===== config.mk =====
export PLATFORM = sky130hd
export DESIGN_NAME = signed_decimal_formatter
export DESIGN_NICKNAME = d
export VERILOG_FILES = /design/src/rtl/core/sdf_pkg.sv /design/src/rtl/core/sdf_bin2bcd.sv /design/src/rtl/core/signed_decimal_formatter.sv
export SDC_FILE = /design/constraint.sdc
export NUM_CORES = 1
export LEC_CHECK = 0
export ABC_CLOCK_PERIOD_IN_PS = 6700
export BUFFER_PORTS_ARGS = -buffer_cell sky130_fd_sc_hd__clkbuf_2
export CAP_MARGIN = 20
export CORE_UTILIZATION = 35
export CTS_BUF_LIST = sky130_fd_sc_hd__clkbuf_4 sky130_fd_sc_hd__clkbuf_8
export CTS_CLUSTER_DIAMETER = 120
export CTS_CLUSTER_SIZE = 20
export DETAILED_ROUTE_END_ITERATION = 6
export PLACE_DENSITY = 0.58
export SLEW_MARGIN = 20
export SYNTH_ARGS = -nofsm -noshare
export SYNTH_HDL_FRONTEND = slang
export SYNTH_SLANG_ARGS = --single-unit

===== constraint.sdc =====
create_clock -name clk_i -period 6.7 [get_ports clk_i]
set_input_delay 1.005 -clock clk_i [delete_from_list [all_inputs] [get_ports clk_i]]
set_output_delay 1.005 -clock clk_i [all_outputs]
set_load 0.01 [all_outputs]

===== src/rtl/core/sdf_pkg.sv =====
// ----------------------------------------------------------------------------
// sdf_pkg: shared types and constants of the signed decimal formatter
// Register indexes, length modes, ASCII codes and converter sizes.
// ----------------------------------------------------------------------------
package sdf_pkg;

  localparam int unsigned VALUE_W    = 64;
  localparam int unsigned BCD_DIGITS = 20;
  localparam int unsigned BCD_W      = 4 * BCD_DIGITS;
  localparam int unsigned DCNT_W     = $clog2(BCD_DIGITS + 1);
  localparam int unsigned BCNT_W     = $clog2(VALUE_W);

  localparam int unsigned CFG_IDX_W  = 3;
  localparam int unsigned CFG_DATA_W = 7;

  typedef logic [CFG_IDX_W-1:0] cfg_idx_t;

  localparam cfg_idx_t REG_LEFT_ALIGN  = 3'd0;
  localparam cfg_idx_t REG_ZERO_PAD    = 3'd1;
  localparam cfg_idx_t REG_FORCE_PLUS  = 3'd2;
  localparam cfg_idx_t REG_SPACE_SIGN  = 3'd3;
  localparam cfg_idx_t REG_FIELD_WIDTH = 3'd4;
  localparam cfg_idx_t REG_PRECISION   = 3'd5;
  localparam cfg_idx_t REG_LENGTH_MODE = 3'd6;

  localparam logic [2:0] LEN_INT32    = 3'd0;
  localparam logic [2:0] LEN_CHAR8    = 3'd1;
  localparam logic [2:0] LEN_SHORT16  = 3'd2;
  localparam logic [2:0] LEN_LONG64   = 3'd3;
  localparam logic [2:0] LEN_LLONG64  = 3'd4;

  localparam logic [6:0] PREC_NONE = 7'h7F;

  localparam logic [7:0] CH_ZERO  = 8'h30;
  localparam logic [7:0] CH_MINUS = 8'h2D;
  localparam logic [7:0] CH_PLUS  = 8'h2B;
  localparam logic [7:0] CH_SPACE = 8'h20;

  typedef enum logic [2:0] {
    CV_IDLE = 3'b001,
    CV_SHIFT = 3'b010,
    CV_NORM = 3'b100
  } conv_state_e;

  typedef enum logic [7:0] {
    ST_IDLE = 8'b0000_0001,
    ST_CONV = 8'b0000_0010,
    ST_PRE  = 8'b0000_0100,
    ST_SGN  = 8'b0000_1000,
    ST_MID  = 8'b0001_0000,
    ST_ZRO  = 8'b0010_0000,
    ST_DIG  = 8'b0100_0000,
    ST_PST  = 8'b1000_0000
  } fmt_state_e;

endpackage


===== src/rtl/core/sdf_bin2bcd.sv =====
// ----------------------------------------------------------------------------
// sdf_bin2bcd: bit-serial binary to BCD converter
// Shift-and-add-3, one bit per cycle, then left-justifies the digits one
// digit per cycle and reports the digit count.
// ----------------------------------------------------------------------------
module sdf_bin2bcd (
  input  logic                         clk_i,
  input  logic                         rst_ni,
  input  logic                         start_i,
  input  logic [sdf_pkg::VALUE_W-1:0]  mag_i,
  output logic                         done_o,
  output logic [sdf_pkg::BCD_W-1:0]    bcd_o,
  output logic [sdf_pkg::DCNT_W-1:0]   ndig_o
);
  import sdf_pkg::*;

  conv_state_e        state_q, state_d;
  logic [VALUE_W-1:0] bin_q, bin_d;
  logic [BCD_W-1:0]   bcd_q, bcd_d;
  logic [BCD_W-1:0]   adj;
  logic [BCNT_W-1:0]  bcnt_q, bcnt_d;
  logic [DCNT_W-1:0]  nd_q, nd_d;
  logic               done;

  // add 3 to every digit of 5 or more before the shift
  always_comb begin
    for (int i = 0; i < BCD_DIGITS; i++) begin
      adj[4*i +: 4] = (bcd_q[4*i +: 4] >= 4'd5) ? bcd_q[4*i +: 4] + 4'd3
                                                 : bcd_q[4*i +: 4];
    end
  end

  always_comb begin
    state_d = state_q;
    bin_d   = bin_q;
    bcd_d   = bcd_q;
    bcnt_d  = bcnt_q;
    nd_d    = nd_q;
    done    = 1'b0;
    case (state_q)
      CV_IDLE: begin
        if (start_i) begin
          bin_d   = mag_i;
          bcd_d   = '0;
          bcnt_d  = BCNT_W'(VALUE_W - 1);
          state_d = CV_SHIFT;
        end
      end
      CV_SHIFT: begin
        bcd_d = {adj[BCD_W-2:0], bin_q[VALUE_W-1]};
        bin_d = {bin_q[VALUE_W-2:0], 1'b0};
        if (bcnt_q == '0) begin
          nd_d    = DCNT_W'(BCD_DIGITS);
          state_d = CV_NORM;
        end else begin
          bcnt_d = bcnt_q - 1'b1;
        end
      end
      CV_NORM: begin
        if (bcd_q[BCD_W-1 -: 4] == 4'd0 && nd_q > DCNT_W'(1)) begin
          bcd_d = {bcd_q[BCD_W-5:0], 4'd0};
          nd_d  = nd_q - 1'b1;
        end else begin
          done    = 1'b1;
          state_d = CV_IDLE;
        end
      end
      default: state_d = CV_IDLE;
    endcase
  end

  always_ff @(posedge clk_i or negedge rst_ni) begin
    if (!rst_ni) begin
      state_q <= CV_IDLE;
      bcnt_q  <= '0;
      nd_q    <= '0;
    end else begin
      state_q <= state_d;
      bcnt_q  <= bcnt_d;
      nd_q    <= nd_d;
    end
  end

  always_ff @(posedge clk_i) begin
    bin_q <= bin_d;
    bcd_q <= bcd_d;
  end

  assign done_o = done;
  assign bcd_o  = bcd_q;
  assign ndig_o = nd_q;

endmodule


===== src/rtl/core/signed_decimal_formatter.sv =====
// ----------------------------------------------------------------------------
// signed_decimal_formatter: printf-style %d text of one signed integer
// Converts a value to decimal and sends its padded, signed text out one
// ASCII character per strobe, with a last marker on the final character.
// ----------------------------------------------------------------------------
// Sequence: the first character follows the bit-serial BCD conversion, digit
//   alignment and a done step, then a silent pass through each empty text
//   segment ahead of it.
// Busy: a new value is taken only once the whole text (at most 61 characters,
//   in six text segments) has been sent; busy stays high until then.
// Reset: async, active low; flags 0, width 0, precision not given, int32.
// ----------------------------------------------------------------------------
module signed_decimal_formatter #(
  parameter int unsigned MAX_FIELD = 60
) (
  input  logic                            clk_i,
  input  logic                            rst_ni,
  // command side
  input  logic                            start,
  output logic                            busy,
  input  logic signed [sdf_pkg::VALUE_W-1:0] value_i,
  // character stream
  output logic                            char_valid_o,
  output logic [7:0]                      character_o,
  output logic                            last_char_o,
  // configuration writes
  input  logic                            cfg_valid_i,
  output logic                            cfg_ready_o,
  input  sdf_pkg::cfg_idx_t               cfg_index_i,
  input  logic [sdf_pkg::CFG_DATA_W-1:0]  cfg_data_i
);
  import sdf_pkg::*;

  localparam logic [5:0] MAX_F = 6'(MAX_FIELD);

  // --------------------------------------------------------------------------
  // Configuration registers
  // --------------------------------------------------------------------------
  logic       left_q, zpad_q, plus_q, space_q;
  logic [5:0] width_q;
  logic [6:0] prec_q;
  logic [2:0] lmode_q;

  assign cfg_ready_o = 1'b1;

  always_ff @(posedge clk_i or negedge rst_ni) begin
    if (!rst_ni) begin
      left_q  <= 1'b0;
      zpad_q  <= 1'b0;
      plus_q  <= 1'b0;
      space_q <= 1'b0;
      width_q <= '0;
      prec_q  <= PREC_NONE;
      lmode_q <= LEN_INT32;
    end else if (cfg_valid_i) begin
      case (cfg_index_i)
        REG_LEFT_ALIGN:  left_q  <= cfg_data_i[0];
        REG_ZERO_PAD:    zpad_q  <= cfg_data_i[0];
        REG_FORCE_PLUS:  plus_q  <= cfg_data_i[0];
        REG_SPACE_SIGN:  space_q <= cfg_data_i[0];
        REG_FIELD_WIDTH: width_q <= cfg_data_i[5:0];
        REG_PRECISION:   prec_q  <= cfg_data_i;
        REG_LENGTH_MODE: lmode_q <= cfg_data_i[2:0];
        default: ;
      endcase
    end
  end

  // --------------------------------------------------------------------------
  // Input stage: truncate per length mode, split sign and magnitude
  // --------------------------------------------------------------------------
  logic               accept;
  logic [VALUE_W-1:0] v_ext, mag;

  assign accept = start && !busy;

  always_comb begin
    case (lmode_q)
      LEN_CHAR8:   v_ext = {{(VALUE_W-8){value_i[7]}}, value_i[7:0]};
      LEN_SHORT16: v_ext = {{(VALUE_W-16){value_i[15]}}, value_i[15:0]};
      LEN_LONG64,
      LEN_LLONG64: v_ext = value_i;
      default:     v_ext = {{(VALUE_W-32){value_i[31]}}, value_i[31:0]};
    endcase
  end

  assign mag = v_ext[VALUE_W-1] ? (~v_ext + 1'b1) : v_ext;

  // --------------------------------------------------------------------------
  // Decimal conversion
  // --------------------------------------------------------------------------
  logic              cv_done;
  logic [BCD_W-1:0]  cv_bcd;
  logic [DCNT_W-1:0] cv_ndig;

  sdf_bin2bcd u_bin2bcd (
    .clk_i  (clk_i),
    .rst_ni (rst_ni),
    .start_i(accept),
    .mag_i  (mag),
    .done_o (cv_done),
    .bcd_o  (cv_bcd),
    .ndig_o (cv_ndig)
  );

  // --------------------------------------------------------------------------
  // Layout: segment lengths once the digit count is known
  // Text = lead pad, sign, mid pad, leading zeros, digits, trailing pad.
  // --------------------------------------------------------------------------
  logic       neg_q, mzero_q;
  logic       prec_given;
  logic [5:0] prec_sat, wid_sat, nd_eff, ndig, pad, zeros;
  logic [6:0] used;
  logic       sign_on;

  assign prec_given = !prec_q[6];
  assign prec_sat   = (prec_q[5:0] > MAX_F) ? MAX_F : prec_q[5:0];
  assign wid_sat    = (width_q > MAX_F) ? MAX_F : width_q;
  // zero with precision 0 prints no digits
  assign nd_eff     = (mzero_q && prec_given && prec_sat == 6'd0) ? 6'd0
                                                                   : 6'(cv_ndig);
  assign ndig       = (prec_given && prec_sat > nd_eff) ? prec_sat : nd_eff;
  assign zeros      = ndig - nd_eff;
  assign sign_on    = neg_q || space_q || plus_q;
  assign used       = {1'b0, ndig} + {6'd0, sign_on};
  assign pad        = ({1'b0, wid_sat} > used) ? 6'({1'b0, wid_sat} - used) : 6'd0;

  // --------------------------------------------------------------------------
  // Emit sequencer: each segment state counts its characters down and moves
  // on without a strobe once its count is zero, also for an empty segment.
  // --------------------------------------------------------------------------
  fmt_state_e       state_q, state_d;
  logic [5:0]       cnt_q, cnt_d;
  logic [5:0]       rem_q, rem_d;
  logic             sgn_q;
  logic [5:0]       mid_q, zro_q, dig_q, pst_q;
  logic [7:0]       padc_q, signc_q;
  logic [BCD_W-1:0] digs_q, digs_d;
  logic             emit;
  logic [7:0]       ch;

  always_comb begin
    state_d = state_q;
    cnt_d   = cnt_q;
    rem_d   = rem_q;
    digs_d  = digs_q;
    emit    = 1'b0;
    ch      = CH_SPACE;
    case (state_q)
      ST_IDLE: begin
        if (accept) state_d = ST_CONV;
      end
      ST_CONV: begin
        if (cv_done) begin
          digs_d  = cv_bcd;
          cnt_d   = (!left_q && !zpad_q) ? pad : 6'd0;
          rem_d   = pad + ndig + {5'd0, sign_on};
          state_d = ST_PRE;
        end
      end
      ST_PRE: begin
        ch = padc_q;
        if (cnt_q != '0) emit = 1'b1;
        else begin
          cnt_d   = {5'd0, sgn_q};
          state_d = ST_SGN;
        end
      end
      ST_SGN: begin
        ch = signc_q;
        if (cnt_q != '0) emit = 1'b1;
        else begin
          cnt_d   = mid_q;
          state_d = ST_MID;
        end
      end
      ST_MID: begin
        ch = padc_q;
        if (cnt_q != '0) emit = 1'b1;
        else begin
          cnt_d   = zro_q;
          state_d = ST_ZRO;
        end
      end
      ST_ZRO: begin
        ch = CH_ZERO;
        if (cnt_q != '0) emit = 1'b1;
        else begin
          cnt_d   = dig_q;
          state_d = ST_DIG;
        end
      end
      ST_DIG: begin
        ch = CH_ZERO | {4'd0, digs_q[BCD_W-1 -: 4]};
        if (cnt_q != '0) begin
          emit   = 1'b1;
          digs_d = {digs_q[BCD_W-5:0], 4'd0};
        end else begin
          cnt_d   = pst_q;
          state_d = ST_PST;
        end
      end
      ST_PST: begin
        ch = padc_q;
        if (cnt_q != '0) emit = 1'b1;
        else state_d = ST_IDLE;
      end
      default: state_d = ST_IDLE;
    endcase
    if (emit) begin
      cnt_d = cnt_q - 1'b1;
      rem_d = rem_q - 1'b1;
    end
  end

  always_ff @(posedge clk_i or negedge rst_ni) begin
    if (!rst_ni) begin
      state_q <= ST_IDLE;
      cnt_q   <= '0;
      rem_q   <= '0;
    end else begin
      state_q <= state_d;
      cnt_q   <= cnt_d;
      rem_q   <= rem_d;
    end
  end

  // payload: captured at accept and at conversion done
  always_ff @(posedge clk_i) begin
    digs_q <= digs_d;
    if (accept) begin
      neg_q   <= v_ext[VALUE_W-1];
      mzero_q <= (v_ext == '0);
    end
    if (state_q == ST_CONV && cv_done) begin
      sgn_q   <= sign_on;
      mid_q   <= (!left_q && zpad_q) ? pad : 6'd0;
      zro_q   <= zeros;
      dig_q   <= nd_eff;
      pst_q   <= left_q ? pad : 6'd0;
      padc_q  <= (zpad_q && !prec_given && !left_q) ? CH_ZERO : CH_SPACE;
      signc_q <= neg_q ? CH_MINUS : (plus_q ? CH_PLUS : CH_SPACE);
    end
  end

  assign busy         = (state_q != ST_IDLE);
  assign char_valid_o = emit;
  assign character_o  = ch;
  assign last_char_o  = emit && (rem_q == 6'd1);

endmodule


Word level (Yosys, flattened, before mapping). Cells that the tools add are included.

Output and inout port bits: 12. Input port bits: 78. Logic and storage cells: 246. Register bits after elaboration: 321.

Eq/ne operators: 43. $lt $le $gt $ge: 25. Add/sub/neg operators: 30. Multiplexer cells: 73. Reduce and logical (&&, ||, !) cells: 49. Bitwise logic cells: 1.

Operators with widths (count): $mux 80 (4); $pmux 80 s3 (1); $pmux 64 s3 (1); $pmux 80 s2 (1); $mux 64 (2); $pmux 64 s2 (1); $mux 6 (17); $ge 4x3->1 const B (20); $mux 4 (20); $add 4x2->4 const B (19); $add 64x1->64 const B (1); $logic_not 64->1 (1); $mux 8 (8); $not 64->64 (1); $pmux 8 s8 (1); $pmux 6 s6 (1); $pmux 8 s4 (1); $ne 2x2->1 const B (12); $mux 5 (4); $ne 3x3->1 const B (6); $reduce_and 2->1 (9); $sub 6x1->6 const B (3); $eq 3x2->1 const B (5); $eq 3x3->1 const B (5); other kinds (44) (77).

Longest topological paths before layout.
Word-level depth: 16. Mapped depth: 29.

Cells and area by module. Synthesis repeated with hierarchy kept, for this count alone.

Cell total of the unflattened synthesis: 2074. Area, all modules: 19511.2 sq um.

By module, submodules not included: signed_decimal_formatter (cells each 1258, area each 10960.5 sq um, times used 1); sdf_bin2bcd (cells each 816, area each 8550.7 sq um, times used 1).

Worst setup path before layout. OpenSTA, ideal clock, no wires.

Path type: reg-to-reg. Start: register prec_q[0]. End: register rem_q[4]. Cell stages (with the launch flop): 27. Library setup time: 184 ps. Path slack: 772 ps. Arrival time: 5744 ps. Path buffers: 1. Clock period less this slack: 5928 ps. Data required time: 6516 ps. Cells stage by stage: dfstp_2 > nor4b_1 > nand2_1 > nand2_1 > ha_1 > and4b_1 > a31o_2 > a31oi_1 > clkbuf_1 > nor2_1 > a31o_2 > ha_1 > ha_1 > inv_1 > ha_1 > nor2b_1 > o21a_1 > o21ai_0 > a21oi_1 > o21ai_0 > nor2_1 > fa_1 > fa_1 > a21o_1 > a21oi_1 > xor2_1 > a21oi_1.

Word-level cells in the longest chain between the ends: 16. Elaborated cells between the ends (all ways): 17.

RTL lines: start, declared (line signed_decimal_formatter.sv:41) `logic [6:0] prec_q;`; start signal, assigned (line signed_decimal_formatter.sv:62) `REG_PRECISION: prec_q <= cfg_data_i;`; $gt 6x6->1 (line signed_decimal_formatter.sv:117) `assign prec_sat = (prec_q[5:0] > MAX_F) ? MAX_F : prec_q[5:0];`; $mux 6 (*) (line signed_decimal_formatter.sv:117); $logic_not 6->1 (line signed_decimal_formatter.sv:120) `assign nd_eff = (mzero_q && prec_given && prec_sat == 6'd0) ? 6'd0`; $logic_and 1x1->1 (line signed_decimal_formatter.sv:120); $mux 5 (line signed_decimal_formatter.sv:120); $gt 6x5->1 (line signed_decimal_formatter.sv:122) `assign ndig = (prec_given && prec_sat > nd_eff) ? prec_sat : nd_eff;`; $logic_and 1x1->1 (line signed_decimal_formatter.sv:122); $mux 6 (*) (line signed_decimal_formatter.sv:122); $add 6x1->7 (*) (line signed_decimal_formatter.sv:125) `assign used = {1'b0, ndig} + {6'd0, sign_on};`; $sub 6x6->6 / $gt 6x7->1 (equally long branches) (line signed_decimal_formatter.sv:126) `assign pad = ({1'b0, wid_sat} > used) ? 6'({1'b0, wid_sat} - used) : 6'd0;`; $mux 6 (*) (line signed_decimal_formatter.sv:126); named net pad[0] (line signed_decimal_formatter.sv:112) `logic [5:0] prec_sat, wid_sat, nd_eff, ndig, pad, zeros;`; $add 6x6->6 (*) (line signed_decimal_formatter.sv:157) `rem_d = pad + ndig + {5'd0, sign_on};`; $add 6x1->6 (*) (line signed_decimal_formatter.sv:157); $mux 6 (*) (line signed_decimal_formatter.sv:154) `if (cv_done) begin`; $mux 6 (*) (line signed_decimal_formatter.sv:149) `case (state_q)`; $mux 6 (*) (line signed_decimal_formatter.sv:210) `if (emit) begin`; end signal, assigned (line signed_decimal_formatter.sv:224) `rem_q <= rem_d;`; end, declared (line signed_decimal_formatter.sv:134) `logic [5:0] rem_q, rem_d;`.

The timed path passes the listed nets; every way through them passes the cells marked *. The select of a mux whose other input is x is not followed. A chain may end at the register's enable or synchronous reset.

Final worst setup path.
Start: register prec_q[5]. End: register rem_q[4].

The elaborated chain is that of the path after synthesis.

==> qor.txt <==
TIMING
--------------------------------------------------------------------------------
Final Max Tran Viols                                                           0
Endpoints failing hold                                                         0
Final Critical Period                                                    6110 ps
Maximum clock frequency                                                  164 MHz
Number of endpoints failing setup at the final stage                           0
Part of the cycle the worst path needs                                     91.2%
Setup repair after global routing missed its margin                        false
Worst hold-check slack                                                    498 ps
Final worst slack                                                         587 ps
Setup total negative slack                                                  0 ps
Worst clock skew                                                         37.5 ps
Relative slew slack                                                        37.8%
Slew at the pin closest to its max-slew limit                             931 ps

CLOCK TREE
--------------------------------------------------------------------------------
TritonCTS buffer count                                                        19
Count of hold buffers inserted by post-cts repair                              0
Clock Sinks                                                                  308
Worst-Skew Late Latency                                                   600 ps
Post-CTS setup repair buffer count                                             0
Clock tree from TritonCTS                                                    yes
H-Tree Depth                                                                   1
Cell chosen for the clock root                                      sky130_fd_sc_hd__clkbuf_8
Clock Tree Buf Depth                                                           3
Post-cts repair resize count                                                   0
Clk slew on worst S/H paths                                               140 ps

SYNTHESIS
--------------------------------------------------------------------------------
Post-Syn Area                                                        0.0189 mm^2
Number of distinct library cells after synthesis                              88
Top-count cell post-synth                                           sky130_fd_sc_hd__nand2_1
Post-Synthesis Cells                                                        2034
Yosys warning total                                                            0
Number of synthesized flops with an enable pin                               254
Area share of the largest cell type after synthesis                        40.3%
Avg Synthesized Cell Area                                              9.30 um^2
Fraction of the yosys area taken by sequential cells                       47.5%
Flip-flop cell with the highest count after synthesis               sky130_fd_sc_hd__edfxtp_1
Most used standard cells in the synthesized netlist                 sky130_fd_sc_hd__nand2_1 (344), sky130_fd_sc_hd__edfxtp_1 (254), sky130_fd_sc_hd__o21ai_0 (222)
Area leader, netlist                                                sky130_fd_sc_hd__edfxtp_1
Top post-synthesis cells by area                                    sky130_fd_sc_hd__edfxtp_1 (40%), sky130_fd_sc_hd__nand2_1 (6.8%), sky130_fd_sc_hd__dfrtp_1 (6.0%)
Asr flop ratio synth                                                       17.5%
FF+latch count, synth                                                        308

GLOBAL ROUTE
--------------------------------------------------------------------------------
Grt total ovfl                                                                 0
Number of global-route vias before repair                                  14400
Pin count of the biggest net entering global routing                         116
Initial antenna violation count                                                0
Aggregate global-route resource usage                                      17.3%
Global-route wire length before repair                                  77300 um

SETUP PATH
--------------------------------------------------------------------------------
Max stage delay on crit path                                              500 ps
CP Capture Type                                                         register
Required time of the critical path                                       7180 ps
Worst Path Class, Setup                                                  reg2reg
Crit path max-delay family                                          compound AO/OA/AOI/OAI gates
Top cell by count, worst path                                       sky130_fd_sc_hd__ha_1
Critical-path cell with the highest stage delay                     sky130_fd_sc_hd__fa_1
Arrival time reported for the critical path endpoint                     6590 ps
Largest fanout of any net on the critical path                                13
Count of buffer and inverter cells on the critical path                        2
Setup crit start kind                                                   register

DRT
--------------------------------------------------------------------------------
Via count                                                                  14900
First-pass detailed-route iteration total                                      6
1st-iter DRT viols                                                           982
Wire length after detailed routing                                      47700 um
Number of routed nets with antenna violations                                  0
DRC errors left                                                                0
DR vias/cell                                                                5.39
Wire length per cell                                                     17.3 um

PLACEMENT
--------------------------------------------------------------------------------
Port Buf Inserts                                                              85
Placed wire-length estimate                                             33600 um
Global placement routability congestion                                    0.887
Worst setup slack before clock tree synthesis                             606 ps

LAYOUT
--------------------------------------------------------------------------------
Diode count                                                                    0
Area used by sequential logic in the layout                         0.00899 mm^2
Synthesis-to-finish area growth                                            7.49%
Number of filler cells placed in the layout                                 5392
Fraction of final layout cells with drive strength greater than 1          10.7%
Net total in the final layout                                               2207
Multi-input logic area                                              0.00918 mm^2

PWR
--------------------------------------------------------------------------------
Areal power density over the cells                                   329 mW/mm^2
Post-layout power                                                        6.68 mW
Leakage                                                                  7.35 nW
IR Drop Worst-Case VDD                                                  0.151 mV

DIE
--------------------------------------------------------------------------------
Initial core utilization                                                   35.7%
Die outline area                                                     0.0550 mm^2
# IOs                                                                         90
Overall die width                                                         234 um
Die Height                                                                234 um
Area of the core                                                     0.0530 mm^2
Core Rows                                                                     84

HOLD PATH
--------------------------------------------------------------------------------
Hold crit path type                                                      reg2reg

JOB
--------------------------------------------------------------------------------
Max cap viols                                                                  0

STATUS
--------------------------------------------------------------------------------
Run status                                                             completed

[metrics by stage]
step | std cells | cell area [um^2] | utilization, %
finish | 2755 | 20300 | 38.4
global route | 2755 | 20300 | 38.4
CTS | 2755 | 20300 | 38.4
detailed placement | 2721 | 19900 | 37.6
global placement | 2721 | 19900 | 37.6
floorplan | 2036 | 18900 | -
[cells in the final DEF (no fill, tap or decap), types with 45 or more instances in the layout]
cell	instances
sky130_fd_sc_hd__a21oi_1	188
sky130_fd_sc_hd__clkbuf_2	85
sky130_fd_sc_hd__dfrtp_1	45
sky130_fd_sc_hd__edfxtp_1	254
sky130_fd_sc_hd__ha_1	71
sky130_fd_sc_hd__inv_1	80
sky130_fd_sc_hd__nand2_1	343
sky130_fd_sc_hd__nor2_1	153
sky130_fd_sc_hd__o21ai_0	222
sky130_fd_sc_hd__xnor2_1	64
[final timing paths]
check	start	end	slack [ps]	cells past startpoint
worst max-delay path	prec_q[5]$_DFFE_PN1P_	rem_q[4]$_DFFE_PN0P_	590	25
worst min-delay path	u_bin2bcd.bin_q[50]$_DFFE_PP_	u_bin2bcd.bin_q[51]$_DFFE_PP_	500	2
worst max register to register	prec_q[5]$_DFFE_PN1P_	rem_q[4]$_DFFE_PN0P_	590	25
worst min register to register	u_bin2bcd.bin_q[50]$_DFFE_PP_	u_bin2bcd.bin_q[51]$_DFFE_PP_	500	2
max in group asynchronous	rst_ni	space_q$_DFFE_PN0P_	5660	2
min in group asynchronous	rst_ni	rem_q[4]$_DFFE_PN0P_	550	2
[worst min-delay path: cells and delay by family (launching register included)]
| kind | cells | cell delay [ps] |
|---|---|---|
| simple gates | 2 | 100 |
| flops | 1 | 330 |
[routing by layer]
| layer | part of all wire, % | vias up | global-route usage (%) |
|---|---|---|---|
| met5 | 0 | - | 0 |
| met3 | 3.8 | 52 | 1.74 |
| li1 | - | 7327 | - |
| met4 | 1.7 | 0 | 3.67 |
| met1 | 48 | 7168 | 24.8 |
| met2 | 46 | 312 | 28.2 |
[logic make-up (layout without fill, tap and decap cells)]
group	count (synthesis)	count (layout)	share of synthesized area, %
flip-flops	308	308	47.5
XOR/XNOR	102	102	4.72
other	2	4	0.0397
AO/OA/AOI/OAI	563	563	17.5
AND/OR/NAND/NOR	758	758	19.0
buffers and inverters	193	224	4.15
adder cells (fa/ha/maj)	75	75	5.12
multiplexers	33	33	1.91
[sequential cells by signal, summed over array words and instances, names as in the netlist, 3 cells and up]
name / cells
zro_q: 6
digs_q: 80
signc_q: 3
width_q: 6
prec_q: 7
u_bin2bcd.ndig_o: 5
u_bin2bcd.bcd_o: 80
dig_q: 5
mid_q: 6
pst_q: 6
state_q: 8
lmode_q: 3
u_bin2bcd.bcnt_q: 6
cnt_q: 6
rem_q: 6
u_bin2bcd.state_q: 3
u_bin2bcd.bin_q: 64
[power breakdown]
part / switching [mW] / internal, mW / total [mW]
sequential: 0.312 / 2.68 / 3.00
combinational: 1.69 / 1.03 / 2.72
clock: 0.622 / 0.347 / 0.969
total: 2.62 / 4.06 / 6.68
[area by class of cell]
cell class | instances | share of cell area (%)
Multi-Input combinational cell | 1535 | 45.2
Sequential cell | 308 | 44.2
Tap cell | 688 | 4.23
Timing Repair Buffer | 108 | 2.96
Clock buffer | 32 | 1.77
Inverter | 82 | 1.52
Clock inverter | 2 | 0.117
Note: power is estimated with default switching activity, not from simulation.
